[src/sv/page_table_walk_translate_unit_assert.svh]
// ---------------------------------------------------------------------------
// Page-table walker assertion macros
// Property shorthands for the checks at the end of the top level.
// ---------------------------------------------------------------------------
`ifndef PAGE_TABLE_WALK_TRANSLATE_UNIT_ASSERT_SVH
`define PAGE_TABLE_WALK_TRANSLATE_UNIT_ASSERT_SVH

// Same-cycle implication, checked outside reset.
`define PTW_ASSERT_IMPL(label, ante, cons) \
  label: assert property (@(posedge clk) disable iff (rst) (ante) |-> (cons)) \
    else $error("page table walker check failed");

// Next-cycle implication, checked outside reset.
`define PTW_ASSERT_NEXT(label, ante, cons) \
  label: assert property (@(posedge clk) disable iff (rst) (ante) |=> (cons)) \
    else $error("page table walker check failed");

`endif

[src/sv/ptw_pkg.sv]
// ---------------------------------------------------------------------------
// Page-table walker package
// Item types, codes and the command/status bundles between the controller
// and the datapath.
// ---------------------------------------------------------------------------
package ptw_pkg;

  localparam int PA_W = 52;
  localparam int VA_W = 64;

  // Input op codes
  localparam logic [1:0] OP_TRANSLATE = 2'd0;
  localparam logic [1:0] OP_UNMAP     = 2'd1;
  localparam logic [1:0] OP_MEM_DATA  = 2'd2;

  // Result kinds
  localparam logic [1:0] KIND_READ  = 2'd0;
  localparam logic [1:0] KIND_WRITE = 2'd1;
  localparam logic [1:0] KIND_DONE  = 2'd2;

  // Page size codes
  localparam logic [1:0] SIZE_NONE = 2'd0;
  localparam logic [1:0] SIZE_4K   = 2'd1;
  localparam logic [1:0] SIZE_2M   = 2'd2;
  localparam logic [1:0] SIZE_1G   = 2'd3;

  // Status codes
  localparam logic [1:0] STATUS_OK     = 2'd0;
  localparam logic [1:0] STATUS_BUSY   = 2'd1;
  localparam logic [1:0] STATUS_NOROOT = 2'd2;

  // Entry address source
  localparam logic [1:0] ADDR_NONE  = 2'd0;
  localparam logic [1:0] ADDR_ROOT  = 2'd1;
  localparam logic [1:0] ADDR_CUR   = 2'd2;
  localparam logic [1:0] ADDR_ENTRY = 2'd3;

  // Table level used to pick the index bits of the virtual address
  localparam logic [1:0] LVL_4 = 2'd0;
  localparam logic [1:0] LVL_3 = 2'd1;
  localparam logic [1:0] LVL_2 = 2'd2;
  localparam logic [1:0] LVL_1 = 2'd3;

  // Physical address source
  localparam logic [1:0] PHYS_ZERO = 2'd0;
  localparam logic [1:0] PHYS_1G   = 2'd1;
  localparam logic [1:0] PHYS_2M   = 2'd2;
  localparam logic [1:0] PHYS_4K   = 2'd3;

  // Entry bits
  localparam int BIT_PRESENT = 0;
  localparam int BIT_HUGE    = 7;

  typedef struct packed {
    logic [1:0]      op;
    logic [VA_W-1:0] vaddr;
    logic [63:0]     entry_data;
  } ptw_item_t;

  typedef struct packed {
    logic [1:0]      kind;
    logic [PA_W-1:0] mem_addr;
    logic [PA_W-1:0] xlat_addr;
    logic [1:0]      size_code;
    logic [1:0]      status;
  } ptw_result_t;

  typedef struct packed {
    logic       result_en;
    logic [1:0] kind;
    logic [1:0] size_code;
    logic [1:0] status;
    logic [1:0] addr_src;
    logic [1:0] addr_lvl;
    logic [1:0] phys_src;
    logic       load_req;
    logic       load_base;
  } ptw_cmd_t;

  typedef struct packed {
    logic root_zero;
    logic present;
    logic huge;
    logic frame_zero;
  } ptw_stat_t;

endpackage

[src/sv/page_table_walk_translate_unit.sv]
// ---------------------------------------------------------------------------
// Page-table walk and translate unit
// Four-level x86-64 walker that reaches memory through its own items.
// ---------------------------------------------------------------------------
// Every item is taken when offered and its result, if any, is shown on
// result for exactly one cycle, with result_strobe high, on the cycle after
// the item is taken; busy stays low, so a new item may follow every cycle.
// The receiver cannot stall: latch each result on the strobe. A translate
// or unmap item starts a walk (root set) and answers with a read of the
// level 4 entry; feed each entry back as a memory data item, and the walk
// answers with the next read, a write-zero of the leaf entry (unmap) or a
// done result. A request mid-walk is answered done with busy status and
// leaves the walk alone. Write root_table_addr only while no walk runs.
// ---------------------------------------------------------------------------
module page_table_walk_translate_unit
  import ptw_pkg::*;
(
  input  logic            clk,
  input  logic            rst,
  input  logic            start,
  output logic            busy,
  input  ptw_item_t       item,
  output logic            result_strobe,
  output ptw_result_t     result,
  input  logic            cfg_valid,
  output logic            cfg_ready,
  input  logic [PA_W-1:0] cfg_data
);

`include "page_table_walk_translate_unit_assert.svh"

  ptw_cmd_t  cmd;
  ptw_stat_t stat;
  logic      accept;

  // Nothing to stall on: never hold off an item or a register write
  assign busy      = 1'b0;
  assign cfg_ready = 1'b1;
  assign accept    = start && !busy;

  ptw_ctrl u_ctrl (
    .clk    (clk),
    .rst    (rst),
    .accept (accept),
    .op     (item.op),
    .stat   (stat),
    .cmd    (cmd)
  );

  ptw_dpath u_dpath (
    .clk           (clk),
    .rst           (rst),
    .cfg_we        (cfg_valid && cfg_ready),
    .cfg_data      (cfg_data),
    .item          (item),
    .cmd           (cmd),
    .stat          (stat),
    .result        (result),
    .result_strobe (result_strobe)
  );

  // No result appears without an item taken the cycle before
  `PTW_ASSERT_NEXT(a_no_spurious_result, !accept, !result_strobe)
  // Read requests carry no translation
  `PTW_ASSERT_IMPL(a_read_clean, result_strobe && result.kind == KIND_READ,
    result.xlat_addr == '0 && result.size_code == SIZE_NONE && result.status == STATUS_OK)
  // A write-zero always names a page size and an 8-byte aligned entry
  `PTW_ASSERT_IMPL(a_write_sized, result_strobe && result.kind == KIND_WRITE,
    result.size_code != SIZE_NONE && result.mem_addr[2:0] == 3'd0)

endmodule

[src/sv/ptw_ctrl.sv]
// ---------------------------------------------------------------------------
// Page-table walker controller
// Walk phase state machine; decodes each item into a datapath command.
// ---------------------------------------------------------------------------
module ptw_ctrl
  import ptw_pkg::*;
(
  input  logic      clk,
  input  logic      rst,
  input  logic      accept,
  input  logic [1:0] op,
  input  ptw_stat_t stat,
  output ptw_cmd_t  cmd
);

  localparam logic [2:0] PH_IDLE = 3'd0;
  localparam logic [2:0] PH_L4   = 3'd1;
  localparam logic [2:0] PH_L3   = 3'd2;
  localparam logic [2:0] PH_L2   = 3'd3;
  localparam logic [2:0] PH_L1   = 3'd4;

  logic [2:0] phase, phase_next;
  logic       is_unmap, is_unmap_next;
  logic [1:0] pending_size, pending_size_next;

  always_ff @(posedge clk) begin
    if (rst) begin
      phase        <= PH_IDLE;
      is_unmap     <= 1'b0;
      pending_size <= SIZE_NONE;
    end else begin
      phase        <= phase_next;
      is_unmap     <= is_unmap_next;
      pending_size <= pending_size_next;
    end
  end

  always_comb begin
    phase_next        = phase;
    is_unmap_next     = is_unmap;
    pending_size_next = pending_size;
    cmd               = '0;
    cmd.kind          = KIND_DONE;
    cmd.status        = STATUS_OK;
    cmd.addr_src      = ADDR_NONE;
    cmd.phys_src      = PHYS_ZERO;
    if (accept && (op == OP_TRANSLATE || op == OP_UNMAP)) begin
      cmd.result_en = 1'b1;
      if (phase != PH_IDLE) begin
        cmd.status = STATUS_BUSY;
      end else if (stat.root_zero) begin
        cmd.status = STATUS_NOROOT;
      end else begin
        cmd.kind          = KIND_READ;
        cmd.addr_src      = ADDR_ROOT;
        cmd.addr_lvl      = LVL_4;
        cmd.load_req      = 1'b1;
        is_unmap_next     = (op == OP_UNMAP);
        pending_size_next = SIZE_NONE;
        phase_next        = PH_L4;
      end
    end else if (accept && op == OP_MEM_DATA && phase != PH_IDLE) begin
      cmd.result_en = 1'b1;
      phase_next    = PH_IDLE;
      case (phase)
        PH_L4: begin
          if (stat.present && !(!is_unmap && stat.frame_zero)) begin
            cmd.kind      = KIND_READ;
            cmd.addr_src  = ADDR_ENTRY;
            cmd.addr_lvl  = LVL_3;
            cmd.load_base = 1'b1;
            phase_next    = PH_L3;
          end
        end
        PH_L3: begin
          if (stat.present && stat.huge) begin
            cmd.size_code = SIZE_1G;
            if (is_unmap) begin
              cmd.kind     = KIND_WRITE;
              cmd.addr_src = ADDR_CUR;
              cmd.addr_lvl = LVL_3;
            end else begin
              cmd.phys_src = PHYS_1G;
            end
          end else if (stat.present && !(!is_unmap && stat.frame_zero)) begin
            cmd.kind      = KIND_READ;
            cmd.addr_src  = ADDR_ENTRY;
            cmd.addr_lvl  = LVL_2;
            cmd.load_base = 1'b1;
            phase_next    = PH_L2;
          end
        end
        PH_L2: begin
          if (stat.present && stat.huge) begin
            cmd.size_code = SIZE_2M;
            if (is_unmap) begin
              cmd.kind     = KIND_WRITE;
              cmd.addr_src = ADDR_CUR;
              cmd.addr_lvl = LVL_2;
            end else begin
              cmd.phys_src = PHYS_2M;
            end
          end else if (stat.present) begin
            // Present table pointer: size is 4 KB from here on
            pending_size_next = SIZE_4K;
            cmd.size_code     = SIZE_4K;
            if (is_unmap) begin
              cmd.kind     = KIND_WRITE;
              cmd.addr_src = ADDR_ENTRY;
              cmd.addr_lvl = LVL_1;
            end else if (!stat.frame_zero) begin
              cmd.kind      = KIND_READ;
              cmd.size_code = SIZE_NONE;
              cmd.addr_src  = ADDR_ENTRY;
              cmd.addr_lvl  = LVL_1;
              cmd.load_base = 1'b1;
              phase_next    = PH_L1;
            end
          end
        end
        PH_L1: begin
          cmd.size_code = pending_size;
          if (stat.present) begin
            cmd.phys_src = PHYS_4K;
          end
        end
        default: begin
          // Unused phase codes: drop back to idle silently
          cmd.result_en = 1'b0;
        end
      endcase
    end
  end

endmodule

[src/sv/ptw_dpath.sv]
// ---------------------------------------------------------------------------
// Page-table walker datapath
// Root register, walk context, entry address and physical address build,
// result register.
// ---------------------------------------------------------------------------
module ptw_dpath
  import ptw_pkg::*;
(
  input  logic            clk,
  input  logic            rst,
  input  logic            cfg_we,
  input  logic [PA_W-1:0] cfg_data,
  input  ptw_item_t       item,
  input  ptw_cmd_t        cmd,
  output ptw_stat_t       stat,
  output ptw_result_t     result,
  output logic            result_strobe
);

  logic [PA_W-1:0] root_table_addr;
  logic [VA_W-1:0] saved_vaddr;
  logic [PA_W-1:0] cur_base;

  logic [PA_W-1:0] entry_frame;
  logic [VA_W-1:0] vsel;
  logic [PA_W-1:0] base_sel;
  logic [8:0]      idx;
  logic [PA_W-1:0] slot_addr;
  logic [PA_W-1:0] offset;
  logic [PA_W-1:0] phys_sum;

  assign entry_frame     = {item.entry_data[PA_W-1:12], 12'd0};
  assign stat.root_zero  = (root_table_addr == '0);
  assign stat.present    = item.entry_data[BIT_PRESENT];
  assign stat.huge       = item.entry_data[BIT_HUGE];
  assign stat.frame_zero = (item.entry_data[PA_W-1:12] == '0);

  assign vsel = cmd.load_req ? item.vaddr : saved_vaddr;

  always_comb begin
    case (cmd.addr_src)
      ADDR_ROOT:  base_sel = {root_table_addr[PA_W-1:12], 12'd0};
      ADDR_CUR:   base_sel = cur_base;
      ADDR_ENTRY: base_sel = entry_frame;
      default:    base_sel = '0;
    endcase
    case (cmd.addr_lvl)
      LVL_4:   idx = vsel[47:39];
      LVL_3:   idx = vsel[38:30];
      LVL_2:   idx = vsel[29:21];
      default: idx = vsel[20:12];
    endcase
    case (cmd.phys_src)
      PHYS_1G: offset = {{(PA_W-30){1'b0}}, vsel[29:0]};
      PHYS_2M: offset = {{(PA_W-21){1'b0}}, vsel[20:0]};
      PHYS_4K: offset = {{(PA_W-12){1'b0}}, vsel[11:0]};
      default: offset = '0;
    endcase
  end

  assign slot_addr = (cmd.addr_src == ADDR_NONE) ? '0
                   : base_sel + {{(PA_W-12){1'b0}}, idx, 3'd0};
  assign phys_sum  = (cmd.phys_src == PHYS_ZERO) ? '0 : entry_frame + offset;

  always_ff @(posedge clk) begin
    if (rst) begin
      root_table_addr <= '0;
      saved_vaddr     <= '0;
      cur_base        <= '0;
      result_strobe   <= 1'b0;
    end else begin
      result_strobe <= cmd.result_en;
      if (cfg_we) begin
        root_table_addr <= cfg_data;
      end
      if (cmd.load_req) begin
        saved_vaddr <= item.vaddr;
        cur_base    <= {root_table_addr[PA_W-1:12], 12'd0};
      end else if (cmd.load_base) begin
        cur_base <= entry_frame;
      end
    end
  end

  // Result payload needs no reset; the strobe qualifies it
  always_ff @(posedge clk) begin
    if (cmd.result_en) begin
      result.kind      <= cmd.kind;
      result.mem_addr  <= slot_addr;
      result.xlat_addr <= phys_sum;
      result.size_code <= cmd.size_code;
      result.status    <= cmd.status;
    end
  end

endmodule

[config.mk]
export PLATFORM = sky130hd
export DESIGN_NAME = page_table_walk_translate_unit
export DESIGN_NICKNAME = d
export VERILOG_FILES = /design/src/sv/ptw_pkg.sv /design/src/sv/page_table_walk_translate_unit.sv /design/src/sv/ptw_ctrl.sv /design/src/sv/ptw_dpath.sv
export VERILOG_INCLUDE_DIRS = /design/src /design/src/sv
export SDC_FILE = /design/constraint.sdc
export NUM_CORES = 1
export LEC_CHECK = 0
export BUFFER_PORTS_ARGS = -buffer_cell sky130_fd_sc_hd__buf_2
export CAP_MARGIN = 30
export CORE_MARGIN = 2
export CORE_UTILIZATION = 57
export CTS_BUF_LIST = sky130_fd_sc_hd__clkbuf_8 sky130_fd_sc_hd__clkbuf_16
export CTS_CLUSTER_SIZE = 40
export DETAILED_ROUTE_END_ITERATION = 16
export GPL_TIMING_DRIVEN = 0
export PLACE_DENSITY = 0.9
export SLEW_MARGIN = 20
export SYNTH_ARGS = -nofsm -noshare
export SYNTH_HDL_FRONTEND = slang
export SYNTH_SLANG_ARGS = --single-unit
export TNS_END_PERCENT = 1
[constraint.sdc]
create_clock -name clk -period 9.3 [get_ports clk]
set_clock_uncertainty 0.2 [all_clocks]
set_input_delay 1.395 -clock clk [delete_from_list [all_inputs] [get_ports clk]]
set_output_delay 1.395 -clock clk [all_outputs]
set_load 0.05 [all_outputs]
==> impl_results.md <==
* Final Hold Fails at 0
* Num CTS Buffers at 26
* Root Buffer: clkbuf_16
* Synth Instances at 1106
* Dominant cells by area after synthesis: edfxtp_1 (28%), dfxtp_1 (24%), mux2i_1 (12%), nor2_1 (6.7%), a221o_1 (3.5%)
* Pre-Repair DR Iteration Count at 5
* Fraction of layout cells with a size suffix above 1 at 23.0%
* Skew-Pair Late Insertion Delay at 530 ps
* Via count at 10100
* Sw power at 0.675 mW
* Synth unique cells at 61
* Filler instances at 1484
* CTS resizes at 0
* TritonCTS clock tree: built
* H-tree depth at 1
* IR drop worst, VDD at 0.000165 V
* Die Width at 147 µm
* Worst hold path type: flip-flop to flip-flop
* IO Pins at 299
* Sequential power share at 47.4%
* # hold bufs at CTS at 0
* Area occupied by multi-input gates at 5180 µm²
* Final Non-Filler Cells at 1676
* Die height at 147 µm
* CP arrival at 6610 ps
* Final WL at 34.2 mm
* Crit path max fanout at 10
* First-pass GRT wire length at 51.8 mm
* Number of synthesized flops with an enable pin at 107
* Fin crit period at 6540 ps
* DRC at 0
* Final setup fails at 0
* DRT iter0 DRCs at 933
* Clock slew at reported path FFs at 60 ps
* CP Capture Type: flip-flop
* Flops & latches, synth at 244
* Area Overhead vs Synth at 21.2%
* RSZ-0062 raised after global routing: no
* Routed Antenna Nets at 0
* Total GRT Usage at 30.6%
* Post-Syn Area per Cell at 10.5 µm²
* Worst-Margin Slew at 845 ps
* Crit path kind: flip-flop to flip-flop
* Final core utilization at 69.8%
* Clk pwr share at 39.7%
* Dpl cells at 1628
* Largest area contributor in the netlist: edfxtp_1
* Gpl congestion at 0.962
* Main synth FF type: dfxtp_1
* Post-DR wirelength/cell at 20.4 µm
* Antenna diodes at 0
* Max Slew Vio Count at 0
* Initial antenna violation count at 0
* Most common cell after layout, fill and taps aside: buf_2
* Slew margin rel. at 43.2%
* Core ar. at 20100 µm²
* Startpoint type of the worst setup path: flip-flop
* Maximum clock path buffer count at 3
* Initial core utilization at 57.6%
* CTS Sinks at 244
* Die ar. at 21500 µm²
* Max Cap Violations at 0
* Int Pwr at 1.87 mW
* Logic pwr share at 12.9%
* FF/Latch Area at 5960 µm²
* Pin count of the biggest net entering global routing at 59
* Max Freq at 153 MHz
* Yosys Warn Count at 0
* Worst path required time at 9370 ps
* Sw Ratio at 26.5%
* Final net count at 1591
* Async S/R FF share, synth at 0%
* Post-DP HPWL at 25.0 mm
* Gr ovfl total at 0
* Worst slack, placed at 2410 ps
* Status: finished clean
* I/O Buffers at 248
* Post CTS Setup Buffer Count at 0
* Area of the mapped netlist at 11600 µm²
* Commonest cells after routing, fill and taps aside: buf_2 (259), nor2_1 (206), mux2i_1 (139)
* Worst Slack Setup Final at 2760 ps
* Core Rows at 52
* P_leak at 5.86 nW
* Final Cycle Share at 70.4%
* DR vias/cell at 6.03
* Yosys top cell area share at 27.8%
* PwrDens at 181 nW/µm²
* Vias in the first global route at 9537
* TNS Setup at 0 ps
* Register area share after synthesis at 51.4%
-- cells in the mapped netlist, types with 3 or more instances --
master / n
a211oi_1: 47
a21o_1: 5
a21oi_1: 30
a221o_1: 40
a31oi_1: 6
and2_1: 6
and3_1: 45
and4_1: 3
buf_1: 4
buf_2: 11
buf_4: 5
buf_6: 10
clkbuf_1: 57
dfxtp_1: 137
edfxtp_1: 107
ha_1: 18
inv_1: 5
mux2i_1: 139
nand2_1: 43
nand2b_1: 7
nand3_1: 11
nand3b_1: 3
nand4_1: 9
nor2_1: 206
nor2b_1: 6
nor3_1: 9
nor3b_1: 3
nor4_1: 27
o211ai_1: 4
o21a_1: 3
o21ai_0: 22
o21bai_1: 4
o221ai_1: 5
o31ai_1: 4
or3_1: 5
or4_1: 5
xnor2_1: 18
xor2_1: 7
-- power groups by stage --
stage	combinational (mW)	clock [mW]	sequential (mW)
after floorplan	0.148	0	1.29
after global placement	0.313	0	1.23
after detailed placement	0.323	0	1.23
after CTS	0.325	1.01	1.20
after global routing	0.349	1.06	1.21
final	0.329	1.01	1.21
-- state kept, by name (all words and copies together) (netlist names) --
signal / cells
u_dpath.root_table_addr: 52
u_dpath.saved_vaddr: 39
u_dpath.result_strobe: 1
u_dpath.result: 107
u_ctrl.phase: 3
u_ctrl.is_unmap: 1
u_dpath.cur_base: 40
u_ctrl.pending_size: 1
-- critical path, cell delays in order, from the launching register on --
cell	delay (ps)
dfxtp_1	320
nor4_1	530
nand4_1	250
nor4_1	750
nor2_2	250
clkbuf_1	430
buf_2	360
mux2i_1	260
nor2_1	70
ha_1	250
fa_1	450
a211oi_1	330
o21ai_0	200
nand2_1	130
o21ai_1	110
a31oi_1	280
clkbuf_1	360
clkbuf_1	410
xor2_1	250
nor2_1	60
-- through the flow --
stage          instance area (µm²)  hold slack (ps)  total power, mW
2_1_floorplan                11600              256             1.43
3_5_place_dp                 13200              279             1.55
6_report                     14000              289             2.54
5_1_grt                      14000              309             2.62
3_3_place_gp                 13200              265             1.54
4_1_cts                      14000              292             2.54
-- cell type report --
cell class / count / share of cell area (%)
repair buffers: 249 / 9.04
flip-flops and latches: 244 / 42.5
inverters: 5 / 0.134
clock buffers: 28 / 4.91
plain buffers: 87 / 3.09
clock inverters: 20 / 1.03
well taps: 270 / 2.41
multi-input cells: 773 / 36.9
-- metal layers --
layer  wire length (µm)  vias to the layer above  part of all wire, %  GRT usage (%)
met4               1270                        0                  3.7           11.4
met3               3340                       96                  9.8           5.59
met5                  0                        -                    0              0
li1                   -                     4644                    -              -
met2              16100                      593                   47           50.5
met1              13400                     4773                   39           40.4
-- cell families after synthesis --
family          after synthesis  share of synthesized area, %
compound gates              184                          11.8
xor+xnor                     25                          1.89
fa+ha+maj                    19                          2.12
buf+inv                      92                          3.91
flops                       244                          51.4
mux                         139                          12.0
other cells                   2                        0.0649
simple gates                401                          16.8
-- path summary, 6_finish.rpt --
path / startpoint / end / slack [ps] / cells past startpoint
worst max-delay path: u_dpath.root_table_addr[8] / u_dpath.result[34] / 2760 / 19
worst min-delay path: u_dpath.saved_vaddr[9] / u_dpath.saved_vaddr[9] / 290 / 2
worst max register to register: u_dpath.root_table_addr[8] / u_dpath.result[34] / 2760 / 19
worst min register to register: u_dpath.saved_vaddr[9] / u_dpath.saved_vaddr[9] / 290 / 2
Power figures use the tool's default switching activity.
